==> src/rtl/assert_macros.svh <==
// ----------------------------------------------------------------------------
// Assertion macros
// Shared concurrent assertion wrappers, empty when synthesized.
// ----------------------------------------------------------------------------
`ifndef ASSERT_MACROS_SVH
`define ASSERT_MACROS_SVH
`ifndef SYNTHESIS
`define ASSERT_IMP(label, clk, rst, ante, cons, msg) \
   label: assert property (@(posedge clk) disable iff (rst) (ante) |-> (cons)) \
      else $error(msg);
`define ASSERT_NXT(label, clk, rst, ante, cons, msg) \
   label: assert property (@(posedge clk) disable iff (rst) (ante) |=> (cons)) \
      else $error(msg);
`else
`define ASSERT_IMP(label, clk, rst, ante, cons, msg)
`define ASSERT_NXT(label, clk, rst, ante, cons, msg)
`endif
`endif

==> src/rtl/eap_pkg.sv <==
// ----------------------------------------------------------------------------
// eap_pkg
// Types, constants and helper functions for the encoder angle PID block.
// ----------------------------------------------------------------------------
package eap_pkg;

   localparam int DIVIDEND_W = 35;
   localparam int DIVISOR_W  = 24;
   localparam int GAIN_W     = 16;
   localparam int OPND_W     = 33;
   localparam int PROD_W     = 49;
   localparam int SUM_W      = 51;

   localparam logic [1:0] REG_GAIN_PROP  = 2'd0;
   localparam logic [1:0] REG_GAIN_INTEG = 2'd1;
   localparam logic [1:0] REG_GAIN_DERIV = 2'd2;
   localparam logic [1:0] REG_CPR        = 2'd3;

   localparam logic signed [OPND_W-1:0] ERR_LIMIT   = 33'sd300;
   localparam logic signed [OPND_W-1:0] INTEG_LIMIT = 33'sd100;
   localparam logic signed [OPND_W-1:0] DIFF_LIMIT  = 33'sd1000;

   typedef struct packed {
      logic                  start;
      logic [DIVIDEND_W-1:0] dividend;
      logic [DIVISOR_W-1:0]  divisor;
   } div_req_type;

   typedef struct packed {
      logic                  done;
      logic [DIVIDEND_W-1:0] quotient;
   } div_rsp_type;

   typedef struct packed {
      logic              start;
      logic [GAIN_W-1:0] gain;
      logic [OPND_W-1:0] operand;
   } mul_req_type;

   typedef struct packed {
      logic              done;
      logic [PROD_W-1:0] product;
   } mul_rsp_type;

   function automatic logic signed [OPND_W-1:0] clamp33(
      input logic signed [OPND_W-1:0] x,
      input logic signed [OPND_W-1:0] lim);
      logic signed [OPND_W-1:0] r;
      if (x > lim) begin
         r = lim;
      end else if (x < -lim) begin
         r = -lim;
      end else begin
         r = x;
      end
      return r;
   endfunction

   function automatic logic signed [31:0] sat32(input logic signed [SUM_W-1:0] x);
      logic signed [31:0] r;
      if (x > $signed({{(SUM_W-32){1'b0}}, 32'h7fff_ffff})) begin
         r = 32'sh7fff_ffff;
      end else if (x < $signed({{(SUM_W-32){1'b1}}, 32'h8000_0000})) begin
         r = 32'sh8000_0000;
      end else begin
         r = x[31:0];
      end
      return r;
   endfunction

endpackage

==> src/rtl/eap_div.sv <==
// ----------------------------------------------------------------------------
// eap_div
// Restoring unsigned divider that retires one quotient bit per cycle.
// ----------------------------------------------------------------------------
module eap_div (
   input  logic                 clock,
   input  logic                 reset,
   input  eap_pkg::div_req_type req,
   output eap_pkg::div_rsp_type rsp
);

   logic [eap_pkg::DIVISOR_W-1:0]  rem_ff, rem_in;
   logic [eap_pkg::DIVIDEND_W-1:0] quo_ff, quo_in;
   logic [eap_pkg::DIVISOR_W-1:0]  dvs_ff, dvs_in;
   logic [5:0]                     cnt_ff, cnt_in;
   logic                           busy_ff, busy_in;
   logic                           done_ff, done_in;
   logic [eap_pkg::DIVISOR_W:0]    trial;
   logic [eap_pkg::DIVISOR_W+1:0]  sub;

   assign trial = {rem_ff, quo_ff[eap_pkg::DIVIDEND_W-1]};
   assign sub   = {1'b0, trial} - {2'b00, dvs_ff};

   always_comb begin
      rem_in  = rem_ff;
      quo_in  = quo_ff;
      dvs_in  = dvs_ff;
      cnt_in  = cnt_ff;
      busy_in = busy_ff;
      done_in = 1'b0;
      if (req.start) begin
         rem_in  = '0;
         quo_in  = req.dividend;
         dvs_in  = req.divisor;
         cnt_in  = 6'(eap_pkg::DIVIDEND_W);
         busy_in = 1'b1;
      end else if (busy_ff) begin
         if (!sub[eap_pkg::DIVISOR_W+1]) begin
            rem_in = sub[eap_pkg::DIVISOR_W-1:0];
            quo_in = {quo_ff[eap_pkg::DIVIDEND_W-2:0], 1'b1};
         end else begin
            rem_in = trial[eap_pkg::DIVISOR_W-1:0];
            quo_in = {quo_ff[eap_pkg::DIVIDEND_W-2:0], 1'b0};
         end
         cnt_in = cnt_ff - 6'd1;
         if (cnt_ff == 6'd1) begin
            busy_in = 1'b0;
            done_in = 1'b1;
         end
      end
   end

   always_ff @(posedge clock) begin
      rem_ff <= rem_in;
      quo_ff <= quo_in;
      dvs_ff <= dvs_in;
      cnt_ff <= cnt_in;
      if (reset) begin
         busy_ff <= 1'b0;
         done_ff <= 1'b0;
      end else begin
         busy_ff <= busy_in;
         done_ff <= done_in;
      end
   end

   assign rsp.done     = done_ff;
   assign rsp.quotient = quo_ff;

endmodule

==> src/rtl/eap_mul.sv <==
// ----------------------------------------------------------------------------
// eap_mul
// Shift-add multiplier of an unsigned gain by a signed operand, one gain bit
// per cycle.
// ----------------------------------------------------------------------------
module eap_mul (
   input  logic                 clock,
   input  logic                 reset,
   input  eap_pkg::mul_req_type req,
   output eap_pkg::mul_rsp_type rsp
);

   logic [eap_pkg::PROD_W-1:0] acc_ff, acc_in;
   logic [eap_pkg::PROD_W-1:0] mcand_ff, mcand_in;
   logic [eap_pkg::GAIN_W-1:0] mplr_ff, mplr_in;
   logic [4:0]                 cnt_ff, cnt_in;
   logic                       busy_ff, busy_in;
   logic                       done_ff, done_in;

   always_comb begin
      acc_in   = acc_ff;
      mcand_in = mcand_ff;
      mplr_in  = mplr_ff;
      cnt_in   = cnt_ff;
      busy_in  = busy_ff;
      done_in  = 1'b0;
      if (req.start) begin
         acc_in   = '0;
         mcand_in = {{(eap_pkg::PROD_W-eap_pkg::OPND_W){req.operand[eap_pkg::OPND_W-1]}},
                     req.operand};
         mplr_in  = req.gain;
         cnt_in   = 5'(eap_pkg::GAIN_W);
         busy_in  = 1'b1;
      end else if (busy_ff) begin
         if (mplr_ff[0]) begin
            acc_in = acc_ff + mcand_ff;
         end
         mcand_in = {mcand_ff[eap_pkg::PROD_W-2:0], 1'b0};
         mplr_in  = {1'b0, mplr_ff[eap_pkg::GAIN_W-1:1]};
         cnt_in   = cnt_ff - 5'd1;
         if (cnt_ff == 5'd1) begin
            busy_in = 1'b0;
            done_in = 1'b1;
         end
      end
   end

   always_ff @(posedge clock) begin
      acc_ff   <= acc_in;
      mcand_ff <= mcand_in;
      mplr_ff  <= mplr_in;
      cnt_ff   <= cnt_in;
      if (reset) begin
         busy_ff <= 1'b0;
         done_ff <= 1'b0;
      end else begin
         busy_ff <= busy_in;
         done_ff <= done_in;
      end
   end

   assign rsp.done    = done_ff;
   assign rsp.product = acc_ff;

endmodule

==> src/rtl/encoder_angle_pid.sv <==
// ----------------------------------------------------------------------------
// encoder_angle_pid
// Per-channel PID position controller driven by encoder count words.
// ----------------------------------------------------------------------------
// Each request word carries a channel, the encoder count since the last tick
// and a target angle. The block updates that channel's position, converts it
// to an angle with a bit-serial divider, forms the error, updates the
// integral and derivative state and builds the drive with a bit-serial
// multiplier used three times. One response word follows each request.
// A word passes through states that start the divider, wait for its 35-bit
// quotient, scale the quotient, form the error, update the PID state, run
// the multiplier once per gain and load the output register. The position
// is updated at the accepting edge. A new request is taken in the cycle
// after the previous one has reached the output register.
// req_stall is high while a word is in work. If rsp_stall holds a response,
// the next word still runs and waits at the end until the output register
// frees up. Reset clears all channel state, restores the default gains and
// empties the output register. Gains and counts per revolution are to be
// written over the register port only while the block is idle; the block
// itself does not enforce this.
// ----------------------------------------------------------------------------
module encoder_angle_pid #(
   parameter int CHANNELS = 4
) (
   input  logic               clock,
   input  logic               reset,
   input  logic               req_valid,
   output logic               req_stall,
   input  logic [1:0]         req_channel,
   input  logic signed [15:0] req_count_delta,
   input  logic signed [23:0] req_target_angle,
   output logic               rsp_valid,
   input  logic               rsp_stall,
   output logic [1:0]         rsp_out_channel,
   output logic signed [31:0] rsp_drive,
   output logic signed [31:0] rsp_angle_error,
   input  logic               psel,
   input  logic               penable,
   input  logic               pwrite,
   input  logic [3:0]         paddr,
   input  logic [31:0]        pwdata,
   output logic [31:0]        prdata,
   output logic               pready
);

`include "assert_macros.svh"

   localparam int CH_W = (CHANNELS > 1) ? $clog2(CHANNELS) : 1;

   localparam logic [2:0] ST_IDLE  = 3'd0;
   localparam logic [2:0] ST_PREP  = 3'd1;
   localparam logic [2:0] ST_DIV   = 3'd2;
   localparam logic [2:0] ST_ERR   = 3'd3;
   localparam logic [2:0] ST_UPD   = 3'd4;
   localparam logic [2:0] ST_MUL   = 3'd5;
   localparam logic [2:0] ST_OUT   = 3'd6;
   localparam logic [2:0] ST_SCALE = 3'd7;

   logic [15:0] gain_prop_ff, gain_integ_ff, gain_deriv_ff;
   logic [23:0] cpr_ff;

   logic [31:0]        position_ff [CHANNELS];
   logic signed [31:0] integral_ff [CHANNELS];
   logic signed [31:0] prev_err_ff [CHANNELS];

   logic [2:0]          state_ff, state_in;
   logic [CH_W-1:0]     ch_ff;
   logic [1:0]          chan_ff;
   logic signed [23:0]  target_ff;
   logic                neg_ff;
   logic [40:0]         qmag_ff;
   logic signed [31:0]  err_ff;
   logic signed [7:0]   ci_ff;
   logic signed [10:0]  diff_ff;
   logic [1:0]          phase_ff;
   logic signed [eap_pkg::SUM_W-1:0] sum_ff;

   logic               rsp_valid_ff;
   logic [1:0]         rsp_chan_ff;
   logic signed [31:0] rsp_drive_ff, rsp_err_ff;

   logic                req_acc, rsp_acc, cfg_wr;
   logic [4:0]          ch_mod;
   logic [CH_W-1:0]     ch_idx;
   logic [31:0]         pos_cur;
   logic signed [35:0]  p10;
   logic [35:0]         p10_mag;
   logic [34:0]         q;
   logic signed [42:0]  err64;
   logic signed [32:0]  integ_sum, diff_raw, clamp_e, clamp_i, clamp_d;
   logic signed [31:0]  integ_new;
   logic [1:0]          mphase;
   logic signed [eap_pkg::SUM_W-1:0] prod_ext;
   logic                out_free;

   eap_pkg::div_req_type div_req;
   eap_pkg::div_rsp_type div_rsp;
   eap_pkg::mul_req_type mul_req;
   eap_pkg::mul_rsp_type mul_rsp;

   assign req_acc = req_valid && !req_stall;
   assign rsp_acc = rsp_valid_ff && !rsp_stall;
   assign cfg_wr  = psel && penable && pwrite && pready;
   assign pready  = 1'b1;

   always_comb begin
      ch_mod = {3'd0, req_channel};
      for (int k = 0; k < 3; k++) begin
         if (ch_mod >= 5'(CHANNELS)) begin
            ch_mod = ch_mod - 5'(CHANNELS);
         end
      end
   end

   assign ch_idx = CH_W'(ch_mod);

   always_comb begin
      case (paddr[3:2])
         eap_pkg::REG_GAIN_PROP:  prdata = {16'd0, gain_prop_ff};
         eap_pkg::REG_GAIN_INTEG: prdata = {16'd0, gain_integ_ff};
         eap_pkg::REG_GAIN_DERIV: prdata = {16'd0, gain_deriv_ff};
         eap_pkg::REG_CPR:        prdata = {8'd0, cpr_ff};
         default:                 prdata = '0;
      endcase
   end

   assign pos_cur = position_ff[ch_ff];
   assign p10     = ($signed({{4{pos_cur[31]}}, pos_cur}) <<< 3)
                  + ($signed({{4{pos_cur[31]}}, pos_cur}) <<< 1);
   assign p10_mag = pos_cur[31] ? 36'(-p10) : 36'(p10);

   assign q     = (cpr_ff == 24'd0) ? 35'd0 : div_rsp.quotient;
   assign err64 = neg_ff ? (43'(target_ff) + $signed({2'b00, qmag_ff}))
                         : (43'(target_ff) - $signed({2'b00, qmag_ff}));

   assign clamp_e   = eap_pkg::clamp33(33'(err_ff), eap_pkg::ERR_LIMIT);
   assign integ_sum = 33'(integral_ff[ch_ff]) + clamp_e;
   assign integ_new = eap_pkg::sat32(eap_pkg::SUM_W'(integ_sum));
   assign clamp_i   = eap_pkg::clamp33(33'(integ_new), eap_pkg::INTEG_LIMIT);
   assign diff_raw  = 33'(err_ff) - 33'(prev_err_ff[ch_ff]);
   assign clamp_d   = eap_pkg::clamp33(diff_raw, eap_pkg::DIFF_LIMIT);

   assign div_req.start    = (state_ff == ST_PREP);
   assign div_req.dividend = p10_mag[34:0];
   assign div_req.divisor  = cpr_ff;

   assign mphase = (state_ff == ST_UPD) ? 2'd0 : phase_ff + 2'd1;

   always_comb begin
      mul_req.start = (state_ff == ST_UPD)
                   || (state_ff == ST_MUL && mul_rsp.done && phase_ff != 2'd2);
      case (mphase)
         2'd0: begin
            mul_req.gain    = gain_prop_ff;
            mul_req.operand = 33'(err_ff);
         end
         2'd1: begin
            mul_req.gain    = gain_integ_ff;
            mul_req.operand = 33'(ci_ff);
         end
         2'd2: begin
            mul_req.gain    = gain_deriv_ff;
            mul_req.operand = 33'(diff_ff);
         end
         default: begin
            mul_req.gain    = '0;
            mul_req.operand = '0;
         end
      endcase
   end

   assign prod_ext = eap_pkg::SUM_W'($signed(mul_rsp.product));
   assign out_free = !rsp_valid_ff || !rsp_stall;

   always_comb begin
      state_in = state_ff;
      case (state_ff)
         ST_IDLE:  if (req_acc) state_in = ST_PREP;
         ST_PREP:  state_in = ST_DIV;
         ST_DIV:   if (div_rsp.done) state_in = ST_SCALE;
         ST_SCALE: state_in = ST_ERR;
         ST_ERR:   state_in = ST_UPD;
         ST_UPD:   state_in = ST_MUL;
         ST_MUL:   if (mul_rsp.done && phase_ff == 2'd2) state_in = ST_OUT;
         ST_OUT:   if (out_free) state_in = ST_IDLE;
         default:  state_in = ST_IDLE;
      endcase
   end

   assign req_stall = (state_ff != ST_IDLE);

   always_ff @(posedge clock) begin
      if (reset) begin
         state_ff      <= ST_IDLE;
         rsp_valid_ff  <= 1'b0;
         gain_prop_ff  <= 16'd9011;
         gain_integ_ff <= 16'd410;
         gain_deriv_ff <= 16'd0;
         cpr_ff        <= 24'd98588;
         for (int i = 0; i < CHANNELS; i++) begin
            position_ff[i] <= '0;
            integral_ff[i] <= '0;
            prev_err_ff[i] <= '0;
         end
      end else begin
         state_ff <= state_in;
         if (cfg_wr) begin
            case (paddr[3:2])
               eap_pkg::REG_GAIN_PROP:  gain_prop_ff  <= pwdata[15:0];
               eap_pkg::REG_GAIN_INTEG: gain_integ_ff <= pwdata[15:0];
               eap_pkg::REG_GAIN_DERIV: gain_deriv_ff <= pwdata[15:0];
               eap_pkg::REG_CPR:        cpr_ff        <= pwdata[23:0];
               default: ;
            endcase
         end
         if (req_acc) begin
            position_ff[ch_idx] <= position_ff[ch_idx] - 32'(req_count_delta);
         end
         if (state_ff == ST_UPD) begin
            integral_ff[ch_ff] <= integ_new;
            prev_err_ff[ch_ff] <= err_ff;
         end
         if (state_ff == ST_OUT && out_free) begin
            rsp_valid_ff <= 1'b1;
         end else if (rsp_acc) begin
            rsp_valid_ff <= 1'b0;
         end
      end
   end

   always_ff @(posedge clock) begin
      if (req_acc) begin
         ch_ff     <= ch_idx;
         chan_ff   <= req_channel;
         target_ff <= req_target_angle;
      end
      if (state_ff == ST_PREP) begin
         neg_ff <= pos_cur[31];
      end
      if (state_ff == ST_SCALE) begin
         qmag_ff <= ({6'd0, q} << 5) + ({6'd0, q} << 2);
      end
      if (state_ff == ST_ERR) begin
         err_ff <= eap_pkg::sat32(eap_pkg::SUM_W'(err64));
      end
      if (state_ff == ST_UPD) begin
         ci_ff   <= clamp_i[7:0];
         diff_ff <= clamp_d[10:0];
         sum_ff  <= '0;
      end
      if (mul_req.start) begin
         phase_ff <= mphase;
      end
      if (state_ff == ST_MUL && mul_rsp.done) begin
         if (phase_ff == 2'd2) begin
            sum_ff <= sum_ff - prod_ext;
         end else begin
            sum_ff <= sum_ff + prod_ext;
         end
      end
      if (state_ff == ST_OUT && out_free) begin
         rsp_chan_ff  <= chan_ff;
         rsp_drive_ff <= eap_pkg::sat32(sum_ff >>> 12);
         rsp_err_ff   <= err_ff;
      end
   end

   eap_div u_div (
      .clock (clock),
      .reset (reset),
      .req   (div_req),
      .rsp   (div_rsp)
   );

   eap_mul u_mul (
      .clock (clock),
      .reset (reset),
      .req   (mul_req),
      .rsp   (mul_rsp)
   );

   assign rsp_valid       = rsp_valid_ff;
   assign rsp_out_channel = rsp_chan_ff;
   assign rsp_drive       = rsp_drive_ff;
   assign rsp_angle_error = rsp_err_ff;

   `ASSERT_NXT(a_acc_prep, clock, reset, req_acc, state_ff == ST_PREP, "accept did not start")
   `ASSERT_IMP(a_div_done, clock, reset, div_rsp.done, state_ff == ST_DIV, "stray divide done")
   `ASSERT_IMP(a_mul_done, clock, reset, mul_rsp.done, state_ff == ST_MUL, "stray multiply done")

endmodule
==> config.mk <==
export PLATFORM = sky130hd
export DESIGN_NAME = encoder_angle_pid
export DESIGN_NICKNAME = d
export VERILOG_FILES = /design/src/rtl/eap_pkg.sv /design/src/rtl/eap_div.sv /design/src/rtl/eap_mul.sv /design/src/rtl/encoder_angle_pid.sv
export VERILOG_INCLUDE_DIRS = /design/src /design/src/rtl
export SDC_FILE = /design/constraint.sdc
export NUM_CORES = 2
export LEC_CHECK = 0
export BUFFER_PORTS_ARGS = -buffer_cell sky130_fd_sc_hd__buf_2
export CORE_UTILIZATION = 59
export DETAILED_ROUTE_END_ITERATION = 8
export GPL_ROUTABILITY_DRIVEN = 0
export PLACE_DENSITY = 0.77
export SLEW_MARGIN = 20
export SYNTH_ARGS = -nofsm -noshare
export SYNTH_HDL_FRONTEND = slang
export SYNTH_SLANG_ARGS = --single-unit
==> constraint.sdc <==
create_clock -name clock -period 12.15 [get_ports clock]
set_input_delay 1.215 -clock clock [delete_from_list [all_inputs] [get_ports clock]]
set_output_delay 1.215 -clock clock [all_outputs]
set_load 0.005 [all_outputs]
After elaboration in Yosys (flattened, before gate mapping) --
Memory sizes are Yosys's and may differ from the RTL's. A register that Yosys moved wholly into a read port is not among the register bits. Index checks and enable logic that the tools add are counted. W data, S select, Z words.
Storage, ports and cells: bits in registers 526, RAM bits 384, logic and storage cells 179, memories 3
Operators by class: add/sub/neg operators 15, magnitude comparators 12, eq/ne operators 20, mux-type cells 60, bitwise logic cells 2, reduce and logical (&&, ||, !) cells 35
Memory list:
- integral_ff | words 4, bits a word 32, read ports 1, clocked after Yosys merged registers in 1, write ports 4, RTL line encoder_angle_pid.sv:63 | logic signed [31:0] integral_ff [CHANNELS];
- position_ff | words 4, bits a word 32, read ports 2, clocked after Yosys merged registers in 1, write ports 4, RTL line encoder_angle_pid.sv:62 | logic [31:0] position_ff [CHANNELS];
- prev_err_ff | words 4, bits a word 32, read ports 1, clocked after Yosys merged registers in 1, write ports 4, RTL line encoder_angle_pid.sv:64 | logic signed [31:0] prev_err_ff [CHANNELS];
Operators with widths (count):
- $mux W32 | 7
- $mux W51 | 3
- $pmux W49 S3 | 1
- $mux W35 | 4
- $pmux W32 S4 | 1
- $mux W49 | 2
- $reduce_or A32 Y1 | 3
- $mux W33 | 2
- $add A51 B49 Y51 | 1
- $sub A51 B49 Y51 | 1
- $add A49 B49 Y49 | 1
- $add A24 B42 Y43 | 1
- $gt A43 B32 Y1 const B | 1
- $lt A43 B32 Y1 const B | 1
- $mux W43 | 1
- $sub A24 B42 Y43 | 1
- $add A40 B37 Y41 | 1
- $gt A39 B32 Y1 const B | 1
- $lt A39 B32 Y1 const B | 1
- $add A35 B33 Y35 | 1
- $neg A35 Y35 | 1
- $add A32 B33 Y33 | 1
- $gt A33 B11 Y1 const B | 1
- $gt A33 B32 Y1 const B | 1
- 42 further kinds | 105

Logic depth before layout (Yosys ltp) --
depth after elaboration 9, gate-level depth with buffers 24

Hierarchy --
From an unflattened synthesis, not the netlist that was laid out.
Unflattened totals: cell total of the unflattened synthesis 5909, area, all modules 59465.8 µm²
By module, submodules not included:
- encoder_angle_pid | instances 1, cells an instance 4597, area an instance 46709.8 µm², seq. area each 20179.4 µm²
- eap_mul | instances 1, cells an instance 838, area an instance 7701.1 µm², seq. area each 3072.9 µm²
- eap_div | instances 1, cells an instance 474, area an instance 5054.8 µm², seq. area each 2412.3 µm²

Least setup slack after synthesis --
OpenSTA, ideal clock, no wires.
path type input to register, start in rsp_stall, end reg rsp_err_ff[0], in the netlist rsp_angle_error[0], enable pin, arrival time 6.143 ns, path slack 5.422 ns, stages 2, cell sequence nand2_1 nor3b_1
On the way: word-level cells in the longest chain between the ends 3
Ends and longest elaborated chain:
- start, declared | RTL line encoder_angle_pid.sv:33 | input logic rsp_stall,
- $logic_not A1 Y1 | RTL line encoder_angle_pid.sv:173 | assign out_free = !rsp_valid_ff || !rsp_stall;
- $logic_or A1 B1 Y1 | RTL line encoder_angle_pid.sv:173
- $logic_and A1 B1 Y1 | RTL line encoder_angle_pid.sv:261 | if (state_ff == ST_OUT && out_free) begin
- end signal, assigned | RTL line encoder_angle_pid.sv:264 | rsp_err_ff <= err_ff;
- end, declared | RTL line encoder_angle_pid.sv:80 | logic signed [31:0] rsp_drive_ff, rsp_err_ff;
No other way between the ends. A chain may end at the register's enable or synchronous reset.

==> results.sh <==
export IMPL_x_dimension_of_the_die_um=318
export IMPL_power_per_cell_area_nw_per_um2=220
export IMPL_critical_path_endpoint_type="flop"
export IMPL_synth_ff_type="edfxtp_1"
export IMPL_report_power_total_mw=14.1
export IMPL_placeableCoreArea_um2=98600
export IMPL_setup_total_negative_slack_ns=0
export IMPL_timing_reg2reg_worst_path_depth=19
export IMPL_run_status="completed"
export IMPL_power_frac_seq=0.299
export IMPL_finalClockSkew_ns=0.0261
export IMPL_hold_viol=0
export IMPL_post_syn_area_um2=58800
export IMPL_starting_density=0.596
export IMPL_gr_total_overflow=0
export IMPL_hold_sp="gain_prop_ff[7]"
export IMPL_rr_endpoint="integral_ff[2][22]"
export IMPL_worst_ir_drop_vdd_mv=0.147
export IMPL_yosysWarnings=0
export IMPL_dr_pass1_iters=6
export IMPL_kind_of_critical_path="flop to flop"
export IMPL_area_occupied_by_multi_input_gates_um2=31200
export IMPL_top_level_ports=186
export IMPL_critical_path_required_ns=12.68
export IMPL_cp_max_fo=18
export IMPL_timing_critical_path_from_type="flop"
export IMPL_post_cts_hold_buffer_count=0
export IMPL_starting_drc_count_in_detailed_routing=4919
export IMPL_cts_root_buffer_cell="clkbuf_16"
export IMPL_final_setup_viol_count=0
export IMPL_cts_repair_resized=0
export IMPL_share_of_synthesized_registers_carrying_an_async_set_or_reset=0
export IMPL_fmaxAchievable_ghz=0.129
export IMPL_grt_start_max_net_pins=98
export IMPL_final_nets=6375
export IMPL_power_frac_clock=0.216
export IMPL_cts_tree="done"
export IMPL_worst_pin_slew_ns=1.11
export IMPL_cp_data_arrival_time_ns=8.27
export IMPL_grtUsageTotal=0.294
export IMPL_worstSkewPairLatency_ns=0.68
export IMPL_grt_first_pass_wirelength_mm=239
export IMPL_rsz0062_at_grt="no"
export IMPL_cts_path_max_buffers=3
export IMPL_p_switching_mw=5.62
export IMPL_floorplan_die_area_um2=101000
export IMPL_r2r_start="err_ff[13]"
export IMPL_leakagePower_nw=26.0
export IMPL_synth_edf_count=744
export IMPL_max_slew_margin=0.261
export IMPL_wire_per_inst_um=20.6
export IMPL_clock_sinks=910
export IMPL_synth_seq_cells=910
export IMPL_worst_hold_end="gain_prop_ff[7]"
export IMPL_synth_lib_cells_used_distinct=116
export IMPL_ctsHtreeMaxLevel=3
export IMPL_antenna_found_initial=2
export IMPL_grt_pass1_vias=44700
export IMPL_remaining_drc_errors=0
export IMPL_timing_reg2reg_setup_slack_ns=4.41
export IMPL_numCtsBuffers=95
export IMPL_avgViaCountPerCell=6.32
export IMPL_detail_route_wirelength_mm=151
export IMPL_min_delay_path_class="flop to flop"
export IMPL_drv_cap=0
export IMPL_netlist_instances=5912
export IMPL_port_buffers=166
export IMPL_drtAntennaViolNets=0
export IMPL_placementRows=115
export IMPL_dpl_hpwl_mm=104
export IMPL_synthToLayoutAreaGrowth_pct=8.83
export IMPL_worstHoldPathCells=2
export IMPL_pwr_share_comb=0.485
export IMPL_syn_avg_cell_area_um2=9.94
export IMPL_register_clock_pin_slew_on_the_reported_worst_setup_and_hold_paths_ns=0.06
export IMPL_fill_cells=7652
export IMPL_internal_power_mw=8.44
export IMPL_finalMaxSlewViolations=0
export IMPL_route_vias_total=46300
export IMPL_die_outline_height_um=318
export IMPL_netSwitchingFraction=0.399
export IMPL_period_share=0.637
export IMPL_post_route_min_period_ns=7.74
export IMPL_area_sequential_um2=25700
export IMPL_final_layout_size_suffix_gt1_frac=0.109
export IMPL_post_cts_setup_buffer_count=0
export IMPL_synth_seq_area_share=0.437
==> worst max-delay path, stage by stage (launching register included) <==
cell	delay (ns)
edfxtp_1	0.84
nand4_1	0.20
or4_1	0.57
or4_1	0.54
ha_1	0.51
nor3_1	0.26
ha_1	0.23
inv_1	0.07
fa_1	0.39
nor2b_1	0.21
o21a_1	0.21
o2111ai_1	0.25
a21oi_1	0.43
nor3_2	0.16
o31ai_1	0.52
a41oi_2	0.57
buf_4	0.42
nor2_1	0.58
o21ai_0	0.41
nor2_1	0.20
==> power groups by stage <==
stage               Combinational [mW]  Clock (mW)  Sequential, mW
floorplan                         5.43           0            4.10
global placement                  6.52           0            4.24
detailed placement                6.67           0            4.26
CTS                               6.72        3.07            4.20
global route                      7.55        3.19            4.25
finish                            6.82        3.04            4.20
==> area by class of cell <==
cell class,count,area share
timing repair buffer,229,0.0210
clock buffer,128,0.0427
inverter,239,0.0140
tap,1287,0.0252
antenna,3,0.000117
sequential,910,0.401
multi-input combinational,4477,0.488
clock inverter,51,0.00819
==> cell families (layout without fill, tap and decap cells) <==
| family | count (synthesis) | count (layout) | share of synthesized area |
|---|---|---|---|
| adders and majority gates | 360 | 360 | 0.0768 |
| xor gates and xnor gates | 371 | 371 | 0.0554 |
| DFF | 910 | 910 | 0.437 |
| AOI/OAI and AO/OA | 1532 | 1532 | 0.168 |
| other | 2 | 12 | 0.000128 |
| muxes | 182 | 182 | 0.0616 |
| and+or+nand+nor | 2023 | 2023 | 0.166 |
| buffers and inverters | 532 | 647 | 0.0357 |
==> layer usage <==
metal,routed length [µm],vias to the layer above,GRT usage
met5,0,-,0
met4,6920,0,0.128
met3,11200,353,0.0383
met2,70400,1865,0.484
met1,62500,22100,0.392
li1,-,21900,-
==> placed cells by master (no fill, tap or decap), drive strengths merged, types with 30 or more instances in the layout <==
cell type  Yosys  final
mux4         143    143
inv          238    240
xnor2        201    201
xor2         170    170
o211ai        33     33
nand3         90     90
nand3b        30     30
a21oi        477    477
nor4          43     43
dfxtp        166    166
nand4         54     54
ha           329    329
nor2b         67     67
o21ai        331    331
and3          91     91
o21a          53     53
and2         119    119
a31oi         44     44
clkinv         1     35
nand2b        69     69
a211oi        53     53
a21o         224    224
buf           65    229
nor2         630    630
or2           41     41
clkbuf       228    128
or3           51     51
nor3         105    105
edfxtp       744    744
nand2        547    547
o21bai        43     43
mux2i         33     33
==> sequential cells by signal, indices dropped and copies added (netlist names), 11 cells and up, named ones only <==
name	flops
cpr_ff	24
rsp_angle_error	32
integral_ff	128
qmag_ff	39
position_ff	128
prev_err_ff	128
gain_deriv_ff	16
u_mul.acc_ff	49
u_mul.mplr_ff	16
diff_ff	11
rsp_drive	32
u_div.dvs_ff	24
target_ff	24
u_div.rem_ff	24
gain_integ_ff	16
err_ff	32
gain_prop_ff	16
u_mul.mcand_ff	49
u_div.quo_ff	35
sum_ff	51
==> synthesized netlist by cell type (19+ instances only) <==
cell / number / area [µm²]
edfxtp_1: 744 / 22300
o211ai_1: 32 / 240
or2_2: 38 / 238
inv_1: 238 / 893
ha_1: 329 / 4120
a21boi_0: 19 / 143
buf_1: 37 / 139
and3_1: 89 / 557
o21bai_1: 43 / 323
nand2_1: 546 / 2050
o21ai_0: 296 / 1480
clkbuf_1: 227 / 852
o21a_1: 53 / 398
a211oi_1: 50 / 375
nor3_1: 101 / 505
mux4_2: 143 / 3220
mux2i_1: 33 / 330
and2_1: 117 / 732
o21ai_1: 30 / 150
o22ai_1: 23 / 144
nor2b_1: 67 / 419
or3_1: 48 / 300
nor2_1: 630 / 2360
nor4_1: 40 / 250
o31ai_1: 24 / 180
a211o_1: 23 / 201
dfxtp_1: 166 / 3320
nand4_1: 54 / 338
a21o_1: 224 / 1680
nand3_1: 90 / 450
nand3b_1: 29 / 218
nand2b_1: 69 / 432
xnor2_1: 200 / 1750
a21oi_1: 476 / 2380
a31oi_1: 44 / 275
xor2_1: 170 / 1490
maj3_1: 22 / 220
==> worst max path at each step <==
stage          startpoint                  to  slack (ns)  cells past startpoint
2_1_floorplan   rsp_stall  rsp_angle_error[0]        5.42                      2
4_1_cts        err_ff[11]  integral_ff[2][22]        4.66                     19
5_1_grt        err_ff[11]  integral_ff[0][22]        3.97                     19
3_5_place_dp   err_ff[11]  integral_ff[2][22]        4.72                     19
3_3_place_gp   err_ff[14]            ci_ff[2]        4.86                     20
6_report       err_ff[13]  integral_ff[2][22]        4.41                     19
==> through the flow <==
stage	utilization	setup WS [ns]	cell area [µm²]	instances	hold slack, ns
after floorplan	-	5.42	58800	5919	0.424
after global placement	0.615	4.86	60600	7139	0.452
after detailed placement	0.615	4.72	60600	7139	0.461
after CTS	0.648	4.66	63900	7318	0.471
after global routing	0.649	3.97	64000	7322	0.492
final	0.649	4.41	64000	7324	0.472
No activity file was read; power rests on OpenSTA's default activity.
